[config.mk]
export PLATFORM = sky130hd
export DESIGN_NAME = simultaneous_direction_resolver_top
export DESIGN_NICKNAME = d
export VERILOG_FILES = /design/src/hdl/sdr_pkg.sv /design/src/hdl/sdr_csr.sv /design/src/hdl/sdr_core.sv /design/src/hdl/simultaneous_direction_resolver_top.sv
export SDC_FILE = /design/constraint.sdc
export NUM_CORES = 1
export LEC_CHECK = 0
export BUFFER_PORTS_ARGS = -buffer_cell sky130_fd_sc_hd__buf_2
export CAP_MARGIN = 20
export CORE_MARGIN = 4
export CORE_UTILIZATION = 50
export CTS_BUF_LIST = sky130_fd_sc_hd__clkbuf_16
export CTS_CLUSTER_DIAMETER = 200
export CTS_CLUSTER_SIZE = 14
export DETAILED_ROUTE_END_ITERATION = 8
export HOLD_SLACK_MARGIN = 0.05
export PLACE_DENSITY = 0.67
export SLEW_MARGIN = 30
export SYNTH_ARGS = -nofsm -noshare
export SYNTH_HDL_FRONTEND = slang
export SYNTH_SLANG_ARGS = --single-unit
[constraint.sdc]
create_clock -name clock -period 29.5 [get_ports clock]
set_input_delay 2.95 -clock clock [delete_from_list [all_inputs] [get_ports clock]]
set_output_delay 2.95 -clock clock [all_outputs]
set_load 0.1 [all_outputs]
[src/hdl/sdr_pkg.sv]
// Shared types and codes for the simultaneous direction resolver.
package sdr_pkg;

   // Resolved direction codes
   localparam logic [2:0] DIR_NEUTRAL = 3'd0;
   localparam logic [2:0] DIR_UP      = 3'd1;
   localparam logic [2:0] DIR_RIGHT   = 3'd2;
   localparam logic [2:0] DIR_DOWN    = 3'd3;
   localparam logic [2:0] DIR_LEFT    = 3'd4;

   // direction_kind codes
   localparam logic KIND_TWO_WAY  = 1'b0;
   localparam logic KIND_FOUR_WAY = 1'b1;

   // resolve_policy codes
   localparam logic [1:0] POLICY_LAST    = 2'd0;
   localparam logic [1:0] POLICY_NEUTRAL = 2'd1;
   localparam logic [1:0] POLICY_FIRST   = 2'd2;

   // Register indexes (byte address = 4 * index)
   localparam logic [1:0] REG_KIND        = 2'd0;
   localparam logic [1:0] REG_POLICY      = 2'd1;
   localparam logic [1:0] REG_BUFFER_TIME = 2'd2;

   localparam int COMPONENTS = 4;
   localparam int ELAPSED_BITS = 16;

   typedef logic [2:0] dir_type;

   typedef struct packed {
      logic        direction_kind;
      logic [1:0]  resolve_policy;
      logic [15:0] buffer_time;
   } cfg_type;

   // True when the component named by dir is held in mask.
   function automatic logic dir_held(input dir_type dir, input logic [3:0] mask);
      logic held;
      case (dir)
         DIR_UP:    held = mask[0];
         DIR_RIGHT: held = mask[1];
         DIR_DOWN:  held = mask[2];
         DIR_LEFT:  held = mask[3];
         default:   held = 1'b0;
      endcase
      return held;
   endfunction

endpackage

[src/hdl/sdr_csr.sv]
// Configuration register block with an APB-style write/read port.
module sdr_csr
   import sdr_pkg::*;
(
   input  logic          clock,
   input  logic          reset,
   input  logic          csr_psel,
   input  logic          csr_penable,
   input  logic          csr_pwrite,
   input  logic [3:0]    csr_paddr,
   input  logic [31:0]   csr_pwdata,
   output logic [31:0]   csr_prdata,
   output logic          csr_pready,
   output cfg_type       cfg
);

   cfg_type    cfg_ff;
   cfg_type    cfg_in;
   logic       wr_en;
   logic [1:0] reg_idx;

   assign csr_pready = 1'b1;
   assign wr_en      = csr_psel && csr_penable && csr_pwrite;
   assign reg_idx    = csr_paddr[3:2];

   always_comb begin
      cfg_in = cfg_ff;
      if (wr_en) begin
         case (reg_idx)
            REG_KIND:        cfg_in.direction_kind = csr_pwdata[0];
            REG_POLICY:      cfg_in.resolve_policy = csr_pwdata[1:0];
            REG_BUFFER_TIME: cfg_in.buffer_time    = csr_pwdata[15:0];
            default:         cfg_in = cfg_ff;
         endcase
      end
   end

   always_ff @(posedge clock) begin
      if (reset) begin
         cfg_ff.direction_kind <= KIND_FOUR_WAY;
         cfg_ff.resolve_policy <= POLICY_LAST;
         cfg_ff.buffer_time    <= 16'd0;
      end else begin
         cfg_ff <= cfg_in;
      end
   end

   always_comb begin
      case (reg_idx)
         REG_KIND:        csr_prdata = {31'd0, cfg_ff.direction_kind};
         REG_POLICY:      csr_prdata = {30'd0, cfg_ff.resolve_policy};
         REG_BUFFER_TIME: csr_prdata = {16'd0, cfg_ff.buffer_time};
         default:         csr_prdata = 32'd0;
      endcase
   end

   assign cfg = cfg_ff;

endmodule

[src/hdl/sdr_core.sv]
// Press stamping, resolve policies and tracking state for one item per cycle while advance is high.
module sdr_core
   import sdr_pkg::*;
#(
   parameter int STAMP_BITS = 32,
   parameter int TIME_BITS  = 16
)
(
   input  logic                    clock,
   input  logic                    reset,
   input  logic                    advance,
   input  cfg_type                 cfg,
   input  logic [3:0]              component_down,
   input  logic [ELAPSED_BITS-1:0] elapsed,
   output dir_type                 resolved,
   output dir_type                 prior,
   output logic                    changed
);

   localparam int CW = (TIME_BITS > ELAPSED_BITS) ? TIME_BITS : ELAPSED_BITS;

   logic [3:0]            held_ff, held_in;
   logic [STAMP_BITS-1:0] stamp_ff [COMPONENTS];
   logic [STAMP_BITS-1:0] stamp_in [COMPONENTS];
   logic [STAMP_BITS-1:0] next_ff, next_in;
   dir_type               pend_dir_ff, pend_dir_in;
   logic [TIME_BITS-1:0]  pend_time_ff, pend_time_in;
   dir_type               cur_ff;
   dir_type               res;

   logic [3:0]            mask;
   logic [3:0]            active;
   logic [2:0]            new_cnt;
   logic [STAMP_BITS-1:0] newest;
   logic [CW-1:0]         pend_ext, elapsed_ext, buf_ext, time_max;
   logic [TIME_BITS-1:0]  buf_sat;

   // choice helpers
   logic                  found;
   logic [STAMP_BITS-1:0] best;
   dir_type               last_pick, neutral_pick, first_pick, min_pick;
   logic [2:0]            held_cnt;

   always_comb begin
      active = (cfg.direction_kind == KIND_FOUR_WAY) ? 4'hF : 4'h3;
      mask   = component_down & active;

      // stamp new presses in index order
      new_cnt = 3'd0;
      for (int i = 0; i < COMPONENTS; i++) begin
         stamp_in[i] = stamp_ff[i];
         held_in[i]  = active[i] ? mask[i] : held_ff[i];
         if (mask[i] && !held_ff[i]) begin
            stamp_in[i] = next_ff + STAMP_BITS'(new_cnt);
            new_cnt     = new_cnt + 3'd1;
         end
      end
      next_in = next_ff + STAMP_BITS'(new_cnt);
      newest  = next_in - STAMP_BITS'(1);

      // last policy: largest stamp, earliest index on ties
      found     = 1'b0;
      best      = '0;
      last_pick = DIR_NEUTRAL;
      for (int i = 0; i < COMPONENTS; i++) begin
         if (mask[i] && (!found || stamp_in[i] > best)) begin
            found     = 1'b1;
            best      = stamp_in[i];
            last_pick = dir_type'(i + 1);
         end
      end

      // neutral policy: only a single held component wins
      held_cnt     = 3'd0;
      neutral_pick = DIR_NEUTRAL;
      for (int i = 0; i < COMPONENTS; i++) begin
         if (mask[i]) begin
            held_cnt = held_cnt + 3'd1;
            if (held_cnt == 3'd1) neutral_pick = dir_type'(i + 1);
         end
      end
      if (held_cnt != 3'd1) neutral_pick = DIR_NEUTRAL;

      // first policy: age the pending buffer, drop it when expired or released
      pend_dir_in  = pend_dir_ff;
      pend_time_in = pend_time_ff;
      pend_ext     = CW'(pend_time_ff);
      elapsed_ext  = CW'(elapsed);
      if (pend_dir_ff != DIR_NEUTRAL) begin
         pend_time_in = (pend_ext > elapsed_ext) ?
                        TIME_BITS'(pend_ext - elapsed_ext) : '0;
         if (pend_time_in == '0 || !dir_held(pend_dir_ff, mask)) begin
            pend_dir_in  = DIR_NEUTRAL;
            pend_time_in = '0;
         end
      end

      time_max = CW'({TIME_BITS{1'b1}});
      buf_ext  = CW'(cfg.buffer_time);
      buf_sat  = (buf_ext > time_max) ? {TIME_BITS{1'b1}} : TIME_BITS'(buf_ext);

      // buffer the newest press that competes with the kept direction
      for (int i = 0; i < COMPONENTS; i++) begin
         if (mask[i] && cur_ff != DIR_NEUTRAL && cur_ff != dir_type'(i + 1) &&
             stamp_in[i] == newest && cfg.buffer_time != 16'd0) begin
            pend_dir_in  = dir_type'(i + 1);
            pend_time_in = buf_sat;
         end
      end

      // fallback: smallest nonzero stamp
      best     = '0;
      min_pick = DIR_NEUTRAL;
      for (int i = 0; i < COMPONENTS; i++) begin
         if (mask[i] && (best == '0 || stamp_in[i] < best)) begin
            best     = stamp_in[i];
            min_pick = dir_type'(i + 1);
         end
      end

      if (cur_ff != DIR_NEUTRAL && dir_held(cur_ff, mask)) begin
         first_pick = cur_ff;
      end else if (pend_dir_in != DIR_NEUTRAL && dir_held(pend_dir_in, mask)) begin
         first_pick   = pend_dir_in;
         pend_dir_in  = DIR_NEUTRAL;
         pend_time_in = '0;
      end else begin
         first_pick = min_pick;
      end

      case (cfg.resolve_policy)
         POLICY_FIRST: res = first_pick;
         POLICY_NEUTRAL: begin
            res          = neutral_pick;
            pend_dir_in  = DIR_NEUTRAL;
            pend_time_in = '0;
         end
         default: begin
            res          = last_pick;
            pend_dir_in  = DIR_NEUTRAL;
            pend_time_in = '0;
         end
      endcase
   end

   assign resolved = res;
   assign prior    = cur_ff;
   assign changed  = (res != cur_ff);

   always_ff @(posedge clock) begin
      if (reset) begin
         held_ff      <= 4'd0;
         next_ff      <= STAMP_BITS'(1);
         pend_dir_ff  <= DIR_NEUTRAL;
         pend_time_ff <= '0;
         cur_ff       <= DIR_NEUTRAL;
         for (int i = 0; i < COMPONENTS; i++) stamp_ff[i] <= '0;
      end else if (advance) begin
         held_ff      <= held_in;
         next_ff      <= next_in;
         pend_dir_ff  <= pend_dir_in;
         pend_time_ff <= pend_time_in;
         cur_ff       <= res;
         for (int i = 0; i < COMPONENTS; i++) stamp_ff[i] <= stamp_in[i];
      end
   end

endmodule

[src/hdl/simultaneous_direction_resolver_top.sv]
// An accepted item passes through the input register, then the result register.
// Throughput: one item per cycle while rsp_stall is low; sdr_core resolves combinationally.
// The input register, if empty, takes a new item while the result register waits on rsp_stall.
// Reset (synchronous, active high) clears both valid flags, the held bits, press stamps,
// the pending buffer and the kept direction; the stamp counter restarts at one.
// Configuration resets to four-way, last-input-wins, buffer time zero.
module simultaneous_direction_resolver_top
   import sdr_pkg::*;
#(
   parameter int STAMP_BITS = 32,
   parameter int TIME_BITS  = 16
)
(
   input  logic         clock,
   input  logic         reset,
   // request channel
   input  logic         req_valid,
   output logic         req_stall,
   input  logic [3:0]   req_component_down,
   input  logic [15:0]  req_elapsed,
   // response channel
   output logic         rsp_valid,
   input  logic         rsp_stall,
   output logic [2:0]   rsp_resolved,
   output logic [2:0]   rsp_prior,
   output logic         rsp_changed,
   // configuration port
   input  logic         csr_psel,
   input  logic         csr_penable,
   input  logic         csr_pwrite,
   input  logic [3:0]   csr_paddr,
   input  logic [31:0]  csr_pwdata,
   output logic [31:0]  csr_prdata,
   output logic         csr_pready
);

   cfg_type     cfg;

   // input stage
   logic        in_valid_ff, in_valid_in;
   logic [3:0]  in_down_ff;
   logic [15:0] in_elapsed_ff;

   // result stage
   logic        out_valid_ff, out_valid_in;
   dir_type     out_resolved_ff, out_prior_ff;
   logic        out_changed_ff;

   dir_type     core_resolved, core_prior;
   logic        core_changed;

   logic        accept;
   logic        advance;

   sdr_csr u_csr (
      .clock       (clock),
      .reset       (reset),
      .csr_psel    (csr_psel),
      .csr_penable (csr_penable),
      .csr_pwrite  (csr_pwrite),
      .csr_paddr   (csr_paddr),
      .csr_pwdata  (csr_pwdata),
      .csr_prdata  (csr_prdata),
      .csr_pready  (csr_pready),
      .cfg         (cfg)
   );

   // Advance the held item into the result register whenever that register
   // is empty or being drained this cycle.
   assign advance   = in_valid_ff && (!out_valid_ff || !rsp_stall);
   // Hold off a new item only while the input register cannot move on.
   assign req_stall = in_valid_ff && !advance;
   assign accept    = req_valid && !req_stall;

   always_comb begin
      if (accept) begin
         in_valid_in = 1'b1;
      end else if (advance) begin
         in_valid_in = 1'b0;
      end else begin
         in_valid_in = in_valid_ff;
      end
   end

   always_comb begin
      if (advance) begin
         out_valid_in = 1'b1;
      end else if (!rsp_stall) begin
         out_valid_in = 1'b0;
      end else begin
         out_valid_in = out_valid_ff;
      end
   end

   sdr_core #(
      .STAMP_BITS (STAMP_BITS),
      .TIME_BITS  (TIME_BITS)
   ) u_core (
      .clock          (clock),
      .reset          (reset),
      .advance        (advance),
      .cfg            (cfg),
      .component_down (in_down_ff),
      .elapsed        (in_elapsed_ff),
      .resolved       (core_resolved),
      .prior          (core_prior),
      .changed        (core_changed)
   );

   // control flags
   always_ff @(posedge clock) begin
      if (reset) begin
         in_valid_ff  <= 1'b0;
         out_valid_ff <= 1'b0;
      end else begin
         in_valid_ff  <= in_valid_in;
         out_valid_ff <= out_valid_in;
      end
   end

   // payload: capture on accept, update result on advance, hold otherwise
   always_ff @(posedge clock) begin
      if (accept) begin
         in_down_ff    <= req_component_down;
         in_elapsed_ff <= req_elapsed;
      end
      if (advance) begin
         out_resolved_ff <= core_resolved;
         out_prior_ff    <= core_prior;
         out_changed_ff  <= core_changed;
      end
   end

   assign rsp_valid    = out_valid_ff;
   assign rsp_resolved = out_resolved_ff;
   assign rsp_prior    = out_prior_ff;
   assign rsp_changed  = out_changed_ff;

endmodule
Word-level counts from Yosys, hierarchy flattened. Memory sizes are Yosys's and may differ from the RTL's. Index checks and enable logic that the tools add are counted.

Flip-flop bits (word level): 106. RAM bits: 128. Input bits: 63. Memories: 1.

Memories: u_core.stamp_ff (depth 4, width 32, read ports 4, clocked after Yosys merged registers in 0, wr ports 4, line sdr_core.sv:23) `logic [STAMP_BITS-1:0] stamp_ff [COMPONENTS];`.

Add/sub/neg operators: 12. $lt $le $gt $ge: 8. Equality and inequality tests: 30. Muxes and demuxes: 76. Bitwise operators: 5. Reductions and logical operators: 70.

Operator list (number): $mux W32 (13); $mux W16 (11); $eq A32 B32 Y1 (4); $add A32 B3 Y32 (3); $gt A32 B32 Y1 (3); $logic_not A32 Y1 (3); $lt A32 B32 Y1 (3); $mux W3 (28); $pmux W16 S3 (1); $logic_and A1 B1 Y1 (33); $add A32 B1 Y32 (1); $sub A32 B1 Y32 const B (1); $eq A3 B1 Y1 const B (6); $eq A3 B2 Y1 const B (6); $gt A16 B16 Y1 (1); $gt A16 B16 Y1 const B (1); $logic_not A16 Y1 (1); $mux W1 (16); $reduce_bool A16 Y1 (1); $sub A16 B16 Y16 (1); $reduce_and A2 Y1 (7); $add A3 B1 Y3 const B (4); $logic_not A1 Y1 (12); $pmux W1 S4 (3); other kinds (18) (38).

Logic depth before layout (Yosys ltp).
Depth after elaboration: 27. Gate-level depth with buffers: 55. Gate-level depth less buffers: 50.

Cells and area by module. Synthesis repeated with hierarchy kept, for this count alone.

Cells, all modules: 3056. Area, all modules: 24493.5 um^2.

By module, submodules not included: sdr_core (instances 1, cells an instance 2896, area an instance 22466.5 um^2); sdr_csr (instances 1, cells an instance 123, area an instance 1129.8 um^2); simultaneous_direction_resolver_top (instances 1, cells an instance 37, area an instance 897.1 um^2).

Worst setup path before layout. No wires, ideal clock.

Path kind: register -> register. Start: register in_down_ff[0]. End: register out_changed_ff (netlist: rsp_changed) (data pin). Setup time: 264 ps. Arrival time: 10729 ps. Required time: 29236 ps. Setup slack: 18507 ps. Stages on the path, launching flop included: 50. Path buffers: 5. Period minus slack after synthesis: 10993 ps. Cells stage by stage: edfxtp_1 > clkbuf_1 > inv_1 > nor2_1 > clkbuf_1 > ha_1 > ha_1 > nand3_1 > nor3_1 > a31oi_1 > o31ai_1 > inv_1 > ha_1 > nand4_1 > nor4_1 > inv_1 > nor3_1 > a21oi_1 > [14 not listed] > clkbuf_1 > nand2_1 > o21ai_0 > ha_1 > nor2b_1 > o21a_1 > o21a_1 > o21a_1 > o21a_1 > o21ai_0 > a21oi_1 > a2111o_1 > a211oi_1 > a21bo_2 > a22o_1 > a211oi_1 > o221a_1 > nand4_1.

RTL lines: start: declaration (line simultaneous_direction_resolver_top.sv:41) `logic [3:0] in_down_ff;`; start signal: assignment (line simultaneous_direction_resolver_top.sv:124) `in_down_ff <= req_component_down;`; end signal: assignment (line simultaneous_direction_resolver_top.sv:130) `out_changed_ff <= core_changed;`; end: declaration (line simultaneous_direction_resolver_top.sv:47) `logic out_changed_ff;`.

==> summary.md <==
| Metric | Value |
|---|---|
| Status | `complete, no violations` |
| Post-Place Cells | `3558` |
| Vias in the first global route | `about 22000` |
| DP Worst Slack | `about 15000 ps` |
| Routed Antenna Nets | `0` |
| Post-route setup slack | `14520 ps` |
| I/O Buffers | `69` |
| Post-layout min period | `14980 ps` |
| Worst r2r src | `in_down_ff[0]$_DFFE_PP_` |
| Worst hold slack | `471 ps` |
| Hold Vio Cnt, Final | `0` |
| Setup_tns | `0 ps` |
| Slew of the pin with the lowest slew margin | `1180 ps` |
| Ports | `105` |
| # rows | `79` |
| Worst-skew pair later-pin latency | `570 ps` |
| CTS Buffer Depth | `3` |
| Die Height | `227 um` |
| TritonCTS clock tree | `yes` |
| H-tree depth | `1` |
| CP required | `29770 ps` |
| Final Core Density | `54.7%` |
| Cell area power density | `~47 nW/um^2` |
| Post-synth top area cell | `edfxtp_1` |
| Area Overhead vs Synth | `7.05%` |
| Drt pass-1 iters | `6` |
| Final setup vio count | `0` |
| Fill cell count | `4435` |
| Worst path top cell family by delay | `simple AND/OR/NAND/NOR gates` |
| Number of synthesized register bits | `234` |
| Drt first-iter violations | `2673` |
| Worst setup EP type | `register` |
| Sequential share of the synthesized area | `26.0%` |
| Cell mode on critical path | `buf_4` |
| DIE AREA | `51500 sq um` |
| WP buf/inv | `8` |
| Most frequent cells after synthesis | `nor2_1 (325), nand2_1 (298), ha_1 (198), a21oi_1 (194), xnor2_1 (185)` |
| Unrepaired setup endpoints after global routing | `no` |
| Crit path largest cell delay | `approximately 840 ps` |
| Post-DP HPWL | `between 70 and 80 mm` |
| Design area | `25700 sq um` |
| Post-DP Area | `25100 sq um` |
| # hold bufs at CTS | `0` |
| Worst Setup Path Type | `register to register` |
| Pin count of the biggest net entering global routing | `70` |
| Routed wire length | `101 mm` |
| Peak VDD IR | `42.9 uV` |
| CTS root buf | `clkbuf_16` |
| FMAX | `0.0668 GHz` |
| Cells after Synth | `2971` |
| Tot GR Track Use | `between 30% and 40%` |
| Max-Cap Viols | `0` |
| Residual DRC | `0` |
| Final Skew | `37.8 ps` |
| Congestion Overflow GR | `0` |
| Postcts setup bufs | `0` |
| Core area | `47000 sq um` |
| Clock Sinks | `234` |
| Synth Area per Inst | `approximately 8.1 sq um` |
| HP Class | `register to register` |
| Main synth FF type | `edfxtp_1` |
| Via count | `23421` |
| Initial Util | `51.1%` |
| Routed len/inst | `28.2 um` |
| CTS Buf Count | `20` |
| Crit-path max FO | `62` |
| Overall power | `~1.2 mW` |
| Synth warn | `0` |
| Worst relative slew slack | `approximately a fifth` |
| Final Instance Count excl. Fillers | `3594` |
| Worst Hold End | `u_core.held_ff[1]$_SDFFE_PP0P_` |
| Max stage delay cell, worst path | `a211oi_2` |
| Worst reg-to-reg path cell count | `45` |
| Number of flops mapped to enable cells by yosys | `about 160` |
| Via density | `6.52` |
| Critical R2R Capture | `rsp_changed$_DFFE_PP_` |
| Startpoint Class | `register` |
| Final net count | `3238` |
| HP Start | `u_core.held_ff[1]$_SDFFE_PP0P_` |
| Depth of the worst hold-timing path | `2` |
| Max-slew violations | `0` |
| Post-CTS sizing | `0` |
| Most frequent cell after synthesis | `nor2_1` |
| Synth cell types | `107` |
| Synth top area share | `19.4%` |
| Post-Syn Area | `24000 sq um` |
| Layout cell share with drive strength beyond 1 | `9.17%` |
| Number of cells on the critical path | `45` |
| Routability congestion estimate from global placement | `1.03` |
| Antenna diodes | `0` |
| Async set-reset flop share out of synthesis | `0%` |
| Die X | `227 um` |
| Clock-pin slew on the worst setup and hold paths | `about 80 ps` |
| Global-route wire length before repair | `around 150 mm` |
| Leakage | `around 11 nW` |
| Final Cycle Share | `about half` |
| Largest cells by area after synthesis | `edfxtp_1 (19%), ha_1 (10%), xnor2_1 (6.8%)` |
| R2r setup slk | `14520 ps` |
| Critical path arrival | `15240 ps` |
| Antenna violations before repair | `3` |
## state kept, by name, indices dropped and copies added (netlist names)
| signal | cells |
|---|---|
| u_core.pend_dir_ff | 3 |
| u_csr.cfg | 19 |
| u_core.stamp_ff | 128 |
| rsp_resolved | 3 |
| in_down_ff | 4 |
| in_valid_ff | 1 |
| rsp_prior | 3 |
| u_core.next_ff | 32 |
| in_elapsed_ff | 16 |
| rsp_changed | 1 |
| u_core.prior | 3 |
| u_core.pend_ext | 16 |
| rsp_valid | 1 |
| u_core.held_ff | 4 |
## where the power goes
group / total [mW] / internal, mW / leakage (nW) / switching, mW
Combinational: 0.565 / 0.199 / 8.02 / 0.366
Sequential: 0.376 / 0.365 / 2.26 / 0.0104
Clock: 0.273 / 0.134 / 0.346 / 0.139
Total: 1.21 / 0.698 / 10.6 / 0.516
## kinds of logic after synthesis
group / count (synthesis) / synth area share [%]
XOR/XNOR: 288 / 11.4
AND/OR/NAND/NOR: 1185 / 24.9
multiplexers: 106 / 4.72
flip-flops: 234 / 26.0
AO/OA/AOI/OAI: 639 / 16.9
other: 2 / 0.0313
adder cells (fa/ha/maj): 202 / 10.7
buffers and inverters: 315 / 5.38
## layer usage
| layer | up-vias | global-route usage, % | share of wire [%] |
|---|---|---|---|
| met2 | 1210 | 58.7 | 43 |
| met1 | 11278 | 51.2 | 41 |
| li1 | 10674 | - | - |
| met5 | - | 0 | 0.013 |
| met4 | 2 | 20.7 | 6.9 |
| met3 | 257 | 7.12 | 9.7 |
## cell type report
type | count | area, sq um | area share, %
Sequential cell | 234 | 6240 | 24.3
Timing Repair Buffer | 149 | 946 | 3.68
Multi-Input combinational cell | 2437 | 16600 | 64.8
Tap cell | 607 | 759 | 2.96
Clock buffer | 22 | 551 | 2.14
Inverter | 131 | 497 | 1.93
Clock inverter | 14 | 52.6 | 0.205
## cell usage in the layout, fill, tap and decap left out, types with 10 or more instances in the layout
cell	n
o21ai_0	147
nand4_1	80
and2_1	80
xnor2_1	185
o2111ai_1	11
nand2_1	298
mux2_4	10
a211oi_1	15
a22o_1	30
mux2i_1	79
o211ai_1	13
nand3_1	67
and3_1	16
o31ai_1	14
a21o_1	51
inv_1	139
nor4_1	78
nor2b_1	20
or4_1	15
o21ai_1	15
mux2_2	10
nor2_1	323
conb_1	17
a21oi_1	194
edfxtp_1	155
or3_1	37
or2_2	12
clkbuf_16	22
xor2_1	87
o21a_1	26
a31oi_1	40
nand2b_1	20
and4_1	15
xnor3_1	14
nor3_1	54
dfxtp_1	78
buf_4	80
ha_1	198
buf_2	69
## worst max path at each step
stage | start | end | slack (ps)
final | in_down_ff[0]$_DFFE_PP_ | rsp_changed$_DFFE_PP_ | 14520
after global routing | in_down_ff[0]$_DFFE_PP_ | rsp_changed$_DFFE_PP_ | 13950
after CTS | in_down_ff[0]$_DFFE_PP_ | rsp_changed$_DFFE_PP_ | 14950
after detailed placement | in_down_ff[0]$_DFFE_PP_ | rsp_changed$_DFFE_PP_ | 14990
after global placement | in_down_ff[0]$_DFFE_PP_ | rsp_changed$_DFFE_PP_ | 15100
after floorplan | in_down_ff[0]$_DFFE_PP_ | rsp_changed$_DFFE_PP_ | 18510
## tightest hold or removal path: cells and delay by family (launching register included)
kind / cells / cell delay, ps
DFF: 1 / 310
AOI/OAI and AO/OA: 1 / 60
and+or+nand+nor: 1 / 50
Note: power is estimated with default switching activity, not from simulation.
